===== src/ssmsd_pkg.sv =====
// shared constants, types and segment table for the seven-segment serial driver
package ssmsd_pkg;

	localparam int DIGITS       = 5;
	localparam int SELECT_LINES = 3;
	localparam int VALUE_W      = 17;
	localparam int SEG_W        = 8;
	localparam int SEL_W        = 3;
	localparam int WORD_W       = DIGITS * SEG_W;
	localparam int DIG_W        = (DIGITS > 1) ? $clog2(DIGITS) : 1;
	localparam int CNT_W        = $clog2(DIGITS + 1);
	localparam int BIT_W        = $clog2(SEG_W);

	// divide by ten: x * 104858 >> 20 is exact for every x below 2**18
	localparam int RECIP_W      = 18;
	localparam int RECIP_SHIFT  = 20;
	localparam int PROD_W       = VALUE_W + RECIP_W;
	localparam int QUOT_W       = PROD_W - RECIP_SHIFT;
	localparam logic [RECIP_W-1:0] RECIP_TEN = 18'd104858;

	localparam logic [SEG_W-1:0] BLANK_PATTERN = 8'hFF;

	typedef logic [WORD_W-1:0] word_t;

	typedef struct packed {
		logic full;
		logic empty;
	} q_stat_t;

	function automatic logic [SEG_W-1:0] seg_pattern(input logic [3:0] digit);
		logic [SEG_W-1:0] pat;
		unique case (digit)
			4'd0: pat = 8'hDD;
			4'd1: pat = 8'h44;
			4'd2: pat = 8'hAD;
			4'd3: pat = 8'hEC;
			4'd4: pat = 8'h74;
			4'd5: pat = 8'hF8;
			4'd6: pat = 8'hF9;
			4'd7: pat = 8'h4C;
			4'd8: pat = 8'hFD;
			4'd9: pat = 8'hFC;
			default: pat = BLANK_PATTERN;
		endcase
		return pat;
	endfunction

endpackage


===== src/seven_segment_mux_shift_driver_unit.sv =====
// top level of the seven-segment serial driver: front end, word queue, bit shifter
// A number on value_to_show is taken when start is high and busy is low. It comes out as
// 40 serial bits, one per clock, each marked by strobe for exactly one cycle: the units
// digit first, each segment pattern msb first, the eighth bit of a digit flagged by
// latch_after with its one-hot select line for the first three digits only, and last on the
// final bit. The shifter in the back end sets the pace of numbers; the front end splits a
// number into its digits and then pushes the word, so busy stays high after a transfer until
// the word is pushed, which waits while the two-word queue is full.
// The queue lets the front end take the next numbers while bits are still going out, so
// strobe stays high across numbers sent back to back.
// With the queue and shifter idle the first bit goes out once the word is pushed and loaded
// into the shifter; otherwise it follows right after the last bit of the numbers ahead.
// There is no way to hold off results, so the receiver must take a bit on every strobe.
module seven_segment_mux_shift_driver_unit import ssmsd_pkg::*; (
	input  logic               clk,
	input  logic               arst_n,
	input  logic               start,
	output logic               busy,
	input  logic [VALUE_W-1:0] value_to_show,
	output logic               strobe,
	output logic               serial_bit,
	output logic               latch_after,
	output logic [SEL_W-1:0]   digit_select,
	output logic               last
);

	q_stat_t q_stat;
	logic    push;
	logic    pop;
	word_t   push_word;
	word_t   pop_word;

	ssmsd_front u_front (
		.clk           (clk),
		.arst_n        (arst_n),
		.start         (start),
		.value_to_show (value_to_show),
		.q_stat        (q_stat),
		.busy          (busy),
		.push          (push),
		.push_word     (push_word)
	);

	ssmsd_queue u_queue (
		.clk       (clk),
		.arst_n    (arst_n),
		.push      (push),
		.push_word (push_word),
		.pop       (pop),
		.pop_word  (pop_word),
		.q_stat    (q_stat)
	);

	ssmsd_back u_back (
		.clk          (clk),
		.arst_n       (arst_n),
		.q_stat       (q_stat),
		.pop_word     (pop_word),
		.pop          (pop),
		.strobe       (strobe),
		.serial_bit   (serial_bit),
		.latch_after  (latch_after),
		.digit_select (digit_select),
		.last         (last)
	);

	a_no_push_full: assert property (@(posedge clk) disable iff (!arst_n)
		!(push && q_stat.full))
		else $error("push into full queue");

	a_no_pop_empty: assert property (@(posedge clk) disable iff (!arst_n)
		!(pop && q_stat.empty))
		else $error("pop from empty queue");

	a_last_on_latch: assert property (@(posedge clk) disable iff (!arst_n)
		strobe && last |-> latch_after)
		else $error("last bit not on a latch point");

	a_sel_only_latch: assert property (@(posedge clk) disable iff (!arst_n)
		strobe && !latch_after |-> digit_select == '0)
		else $error("digit select outside latch point");

	a_sel_onehot: assert property (@(posedge clk) disable iff (!arst_n)
		strobe |-> $onehot0(digit_select))
		else $error("digit select not one-hot");

endmodule


===== src/ssmsd_front.sv =====
// front end: takes a number, peels off one decimal digit per cycle, builds the pattern word
module ssmsd_front import ssmsd_pkg::*; (
	input  logic               clk,
	input  logic               arst_n,
	input  logic               start,
	input  logic [VALUE_W-1:0] value_to_show,
	input  q_stat_t            q_stat,
	output logic               busy,
	output logic               push,
	output word_t              push_word
);

	typedef enum logic [1:0] {
		F_IDLE,
		F_CONV,
		F_PUSH
	} front_state_t;

	front_state_t       state_q;
	logic [CNT_W-1:0]   dcnt_q;
	logic [VALUE_W-1:0] rest_q;
	word_t              word_q;

	logic [PROD_W-1:0]  prod;
	logic [QUOT_W-1:0]  quot;
	logic [VALUE_W-1:0] quot_ext;
	logic [VALUE_W-1:0] tens;
	logic [3:0]         digit;

	always_comb begin
		prod     = PROD_W'(rest_q) * PROD_W'(RECIP_TEN);
		quot     = prod[PROD_W-1:RECIP_SHIFT];
		quot_ext = VALUE_W'(quot);
		tens     = (quot_ext << 3) + (quot_ext << 1);
		digit    = 4'(rest_q - tens);
	end

	assign busy      = (state_q != F_IDLE);
	assign push      = (state_q == F_PUSH) && !q_stat.full;
	assign push_word = word_q;

	always_ff @(posedge clk or negedge arst_n) begin
		if (!arst_n) begin
			state_q <= F_IDLE;
			dcnt_q  <= '0;
		end else begin
			unique case (state_q)
				F_IDLE: begin
					if (start) begin
						state_q <= F_CONV;
						dcnt_q  <= '0;
					end
				end
				F_CONV: begin
					dcnt_q <= dcnt_q + CNT_W'(1);
					if (dcnt_q == CNT_W'(DIGITS - 1)) begin
						state_q <= F_PUSH;
					end
				end
				F_PUSH: begin
					if (!q_stat.full) begin
						state_q <= F_IDLE;
					end
				end
				default: state_q <= F_IDLE;
			endcase
		end
	end

	// units digit ends up in the top byte so the back end can shift msb first
	always_ff @(posedge clk) begin
		if (state_q == F_IDLE && start) begin
			rest_q <= value_to_show;
		end else if (state_q == F_CONV) begin
			rest_q <= quot_ext;
			word_q <= {word_q[WORD_W-SEG_W-1:0], seg_pattern(digit)};
		end
	end

endmodule


===== src/ssmsd_queue.sv =====
// two-entry queue of pattern words between front and back end
module ssmsd_queue import ssmsd_pkg::*; (
	input  logic    clk,
	input  logic    arst_n,
	input  logic    push,
	input  word_t   push_word,
	input  logic    pop,
	output word_t   pop_word,
	output q_stat_t q_stat
);

	word_t      mem_q [2];
	logic       wr_ptr_q;
	logic       rd_ptr_q;
	logic [1:0] count_q;

	assign pop_word     = mem_q[rd_ptr_q];
	assign q_stat.full  = (count_q == 2'd2);
	assign q_stat.empty = (count_q == 2'd0);

	always_ff @(posedge clk or negedge arst_n) begin
		if (!arst_n) begin
			wr_ptr_q <= 1'b0;
			rd_ptr_q <= 1'b0;
			count_q  <= '0;
		end else begin
			if (push) begin
				wr_ptr_q <= !wr_ptr_q;
			end
			if (pop) begin
				rd_ptr_q <= !rd_ptr_q;
			end
			unique case ({push, pop})
				2'b10:   count_q <= count_q + 2'd1;
				2'b01:   count_q <= count_q - 2'd1;
				default: count_q <= count_q;
			endcase
		end
	end

	always_ff @(posedge clk) begin
		if (push) begin
			mem_q[wr_ptr_q] <= push_word;
		end
	end

endmodule


===== src/ssmsd_back.sv =====
// back end: shifts each pattern word out one bit per cycle with latch and select marks
module ssmsd_back import ssmsd_pkg::*; (
	input  logic             clk,
	input  logic             arst_n,
	input  q_stat_t          q_stat,
	input  word_t            pop_word,
	output logic             pop,
	output logic             strobe,
	output logic             serial_bit,
	output logic             latch_after,
	output logic [SEL_W-1:0] digit_select,
	output logic             last
);

	logic             run_q;
	word_t            sh_q;
	logic [BIT_W-1:0] bit_q;
	logic [DIG_W-1:0] dig_q;

	logic             strobe_q;
	logic             serial_q;
	logic             latch_q;
	logic [SEL_W-1:0] sel_q;
	logic             last_q;

	logic             latch_now;
	logic             final_now;
	logic [SEL_W-1:0] sel_now;

	always_comb begin
		latch_now = (bit_q == BIT_W'(SEG_W - 1));
		final_now = latch_now && (dig_q == DIG_W'(DIGITS - 1));
		for (int j = 0; j < SEL_W; j++) begin
			sel_now[j] = latch_now && (j < SELECT_LINES) && (j < DIGITS)
				&& (dig_q == DIG_W'(j));
		end
	end

	// load a new word when idle, or straight after the final bit of the current one
	assign pop = !q_stat.empty && (!run_q || final_now);

	assign strobe       = strobe_q;
	assign serial_bit   = serial_q;
	assign latch_after  = latch_q;
	assign digit_select = sel_q;
	assign last         = last_q;

	always_ff @(posedge clk or negedge arst_n) begin
		if (!arst_n) begin
			run_q    <= 1'b0;
			bit_q    <= '0;
			dig_q    <= '0;
			strobe_q <= 1'b0;
		end else begin
			strobe_q <= run_q;
			if (pop) begin
				run_q <= 1'b1;
				bit_q <= '0;
				dig_q <= '0;
			end else if (run_q) begin
				if (final_now) begin
					run_q <= 1'b0;
				end
				bit_q <= bit_q + BIT_W'(1);
				if (latch_now) begin
					dig_q <= dig_q + DIG_W'(1);
				end
			end
		end
	end

	always_ff @(posedge clk) begin
		if (pop) begin
			sh_q <= pop_word;
		end else if (run_q) begin
			sh_q <= sh_q << 1;
		end
		serial_q <= sh_q[WORD_W-1];
		latch_q  <= latch_now;
		sel_q    <= sel_now;
		last_q   <= final_now;
	end

endmodule


===== config.mk =====
export PLATFORM = sky130hd
export DESIGN_NAME = seven_segment_mux_shift_driver_unit
export DESIGN_NICKNAME = d
export VERILOG_FILES = /design/src/ssmsd_pkg.sv /design/src/seven_segment_mux_shift_driver_unit.sv /design/src/ssmsd_front.sv /design/src/ssmsd_queue.sv /design/src/ssmsd_back.sv
export SDC_FILE = /design/constraint.sdc
export NUM_CORES = 1
export LEC_CHECK = 0
export BUFFER_PORTS_ARGS = -buffer_cell sky130_fd_sc_hd__buf_4
export CAP_MARGIN = 20
export CORE_ASPECT_RATIO = 0.5
export CORE_MARGIN = 5
export CORE_UTILIZATION = 43
export CTS_CLUSTER_SIZE = 30
export DETAILED_ROUTE_END_ITERATION = 6
export PLACE_DENSITY = 0.68
export SYNTH_ARGS = -nofsm -noshare
export SYNTH_HDL_FRONTEND = slang
export SYNTH_SLANG_ARGS = --single-unit

===== constraint.sdc =====
create_clock -name clk -period 19.1 [get_ports clk]
set_input_delay 0 -clock clk [delete_from_list [all_inputs] [get_ports clk]]
set_output_delay 0 -clock clk [all_outputs]
set_load 0.05 [all_outputs]

==> impl_results.md <==
* Unrepaired setup endpoints after global routing: false
* Met1 Track Usage GR at 20.0%
* Vias per cell at 4.89
* Die area at 32600 um^2
* Pins Over Slew Limit at 0
* Grt met3 use at 2.41%
* Vias in the first global route at 7531
* Iter 0 DRT Violations at between 500 and 600
* Peak fanout along the critical path at 8
* Xor/xnor share of the synthesized area at 2.08%
* Finished Layout Cells at between 1000 and 1500
* Worst skew pair latency at 0.44 ns
* Cts bufs inserted at 17
* Chip width at ~250 um
* CTS H-Tree Depth at 4
* Placed cell count at 1391
* Core Area at between 20000 and 30000 um^2
* Port Buffers at 27
* Crit. End Element: flop
* Initial antenna violation count at 0
* Hold crit path type: input pin to flop
* EDFF count, synth at 177
* Slowest-stage cell, CP: fa_1
* Clk sinks at 200
* First-pass GRT wire length at 39.7 mm
* Tmin final at 6.74 ns
* Post-synthesis sequential area ratio at 47.1%
* Most used DFF post-synth: edfxtp_1
* Maximum clock rate at 148 MHz
* Mean Syn Cell Area at approximately 13 um^2
* # setup viols final at 0
* GR Util met2 at 27.9%
* Post-Synth Adder-Cell Area at slightly below 30%
* Clk pin slew, worst setup/hold paths at 0.09 ns
* Clk root buf: clkbuf_16
* Worst EP arrival at 6.92 ns
* Yosys warnings at 0
* Initial core utilization at 43.3%
* CP peak stage delay at roughly 0.55 ns
* FILL cells at 2510
* Grt peak-use layer: met2
* Rows at 44
* DP Area at approximately 13000 um^2
* Synthesized cell area at between 10000 and 15000 um^2
* Detail Route Antenna Nets at 0
* Simple-gate share of the synthesized area at between 5 and 6%
* Area occupied by multi-input gates at 5820 um^2
* Post-route design area at between 10000 and 15000 um^2
* Worst path cell trace: inv_1 -> ha_1 -> inv_1 -> ha_1 -> inv_1 -> fa_1 -> inv_1 -> fa_1 -> fa_1 -> inv_1 -> fa_1 -> inv_1 -> ha_1 -> nand2_1 -> o21ai_0 -> o21ai_0 -> a32oi_2 -> xor2_1 -> ha_1 -> a22oi_1 -> o311ai_0 -> xnor3_2 -> mux2_4
* Routed via count at 7066
* Max-Cap Viols at 0
* Normalized max-slew margin at 39.8%
* Reg area at roughly 6000 um^2
* Seq cells post-synth at 200
* Fraction of layout cells with a size suffix above 1 at 8.36%
* Die Span Y at 130 um
* Total Wirelength at 24.1 mm
* Antenna Cells at 0
* Gate Count Post-Synth at 985
* Status: finished clean
* Post-DP HPWL at 17.9 mm
* Largest family of logic cells by synthesized area: adder cells
* Setup Skew at 0.0253 ns
* Setup TNS Final at 0 ns
* Area Growth Syn to Fin at 12.0%
* Tcrit/Tclk final at 35.3%
* Actual slew at the worst max-slew pin at 0.904 ns
* Final Hold Fails at 0
* Synth Area in Compound Gates at 5.76%
* Largest net degree at the start of global routing at 87
* Unique masters post-synth at 62
* NumNets Final at between 1000 and 1500
* CP most frequent cell: inv_1
* Drt first pass iters at 5
* WL/cell at 16.7 um
* Post-synthesis mux area share at 3.76%
* Startpoint types: flop
* Overall routing resource usage at 15.6%
* Fraction of registers with async set or reset after synthesis at 8.50%
* Setup bufs post-CTS at 0
* Final GP Congestion at 0.949
* Total gr overflow at 0
* Crit Path Class: flop to flop
* WP data required at 19.28 ns
* Boundary pin count at 28
* Net Count, Synth at 1244
* CTS tree: yes
* CTS Buffer Depth at 2
* DRC Markers at 0
## cells in the final DEF, fill, tap and decap left out, types with 3 or more instances in the layout
cell type / instances
a21oi_1: 61
buf_4: 33
clkbuf_16: 17
nor3_1: 4
inv_8: 3
nand4_1: 3
xnor2_1: 15
xor2_1: 10
a211oi_1: 3
edfxtp_1: 177
fa_1: 87
mux2i_1: 43
o21ai_0: 14
nor2_1: 67
nand2_1: 39
inv_1: 186
dlygate4sd3_1: 21
nand2b_1: 5
dfrtp_1: 16
nand3_1: 9
and3_1: 5
a21o_1: 7
dfxtp_1: 6
and2_1: 4
ha_1: 152
inv_6: 4
o21ai_2: 3
## stage by stage
step / setup slack [ns] / util, % / hold WS [ns]
CTS: 12.37 / 48.4 / 0.0108
detailed placement: 12.41 / 45.7 / -0.121
global route: 11.92 / 48.4 / 0.0413
floorplan: 13.07 / - / -0.296
global placement: 12.55 / 45.7 / -0.127
finish: 12.36 / 48.4 / 0.0294
## flip-flops by register name, summed over array words and instances (netlist names), 2 cells and up
register             flops
u_back.dig_q             3
u_front.push_word       40
u_back.sh_q             40
u_queue.count_q          2
u_queue.mem_q           80
u_front.state_q          2
u_front.dcnt_q           3
u_back.bit_q             3
u_back.digit_select      3
u_front.rest_q          17
## final cells by class
cell class	instances	share of cell area, %
Clock buffer	17	3.06
Timing Repair Buffer	54	3.29
Clock inverter	15	1.16
Inverter	187	5.04
Tap cell	391	3.51
Multi-Input combinational cell	580	41.8
Sequential cell	200	42.1
## cells in the mapped netlist, types with 6 or more instances
cell / instances / area, um^2
dfxtp_1: 6 / 120
a21o_1: 7 / 52.6
xor2_1: 10 / 87.6
fa_1: 87 / 1740
clkbuf_1: 16 / 60.1
a21oi_1: 62 / 310
o21ai_0: 14 / 70.1
ha_1: 152 / 1900
inv_1: 187 / 702
nor2_1: 69 / 259
mux2i_1: 43 / 430
edfxtp_1: 177 / 5320
nand2_1: 39 / 146
xnor2_1: 15 / 131
nand3_1: 9 / 45.0
dfrtp_1: 17 / 425
## layer usage
| layer | wire (um) | share of wire, % | up-vias |
|---|---|---|---|
| li1 | - | - | 3456 |
| met1 | 11000 | 45 | 3515 |
| met2 | 12100 | 50 | 76 |
| met3 | 648 | 2.7 | 19 |
| met4 | 396 | 1.6 | 0 |
| met5 | 0 | 0 | - |
## path summary, 6_finish.rpt
| check | startpoint | endpoint | cells after the start | slack, ns |
|---|---|---|---|---|
| min in group asynchronous | arst_n | u_front.dcnt_q[2] | 3 | 0.72 |
| worst min register to register | u_back.sh_q[39] | u_back.serial_bit | 0 | 0.37 |
| worst max register to register | u_front.rest_q[0] | u_front.push_word[0] | 23 | 12.36 |
| max in group asynchronous | arst_n | u_queue.rd_ptr_q | 3 | 17.84 |
| worst max-delay path | u_front.rest_q[0] | u_front.push_word[0] | 23 | 12.36 |
| worst min-delay path | value_to_show[9] | u_front.rest_q[9] | 3 | 0.03 |
## critical path: cells and delay by family (launching register included)
kind | cells | cell delay, ns
adders and majority gates | 8 | 3.35
AOI/OAI and AO/OA | 5 | 1.19
xor gates and xnor gates | 2 | 0.65
DFF | 1 | 0.52
buffers and inverters | 6 | 0.38
muxes | 1 | 0.32
and+or+nand+nor | 1 | 0.08
## repair_timing
| action | in CTS | in global routing |
|---|---|---|
| endpoints found under the hold margin | 33 | 0 |
| resized for setup | 0 | 0 |
| hold buffers | 21 | 0 |
## logic make-up (layout without fill, tap and decap cells)
| logic type | after synthesis | count (layout) |
|---|---|---|
| and+or+nand+nor | 154 | 154 |
| AOI/OAI and AO/OA | 114 | 114 |
| muxes | 46 | 46 |
| DFF | 200 | 200 |
| buffers and inverters | 205 | 273 |
| xor gates and xnor gates | 27 | 27 |
| adders and majority gates | 239 | 239 |
Power is left out: the tool's default activity adds up to more than one toggle a clock period on the data nets, which glitch-free logic cannot reach.
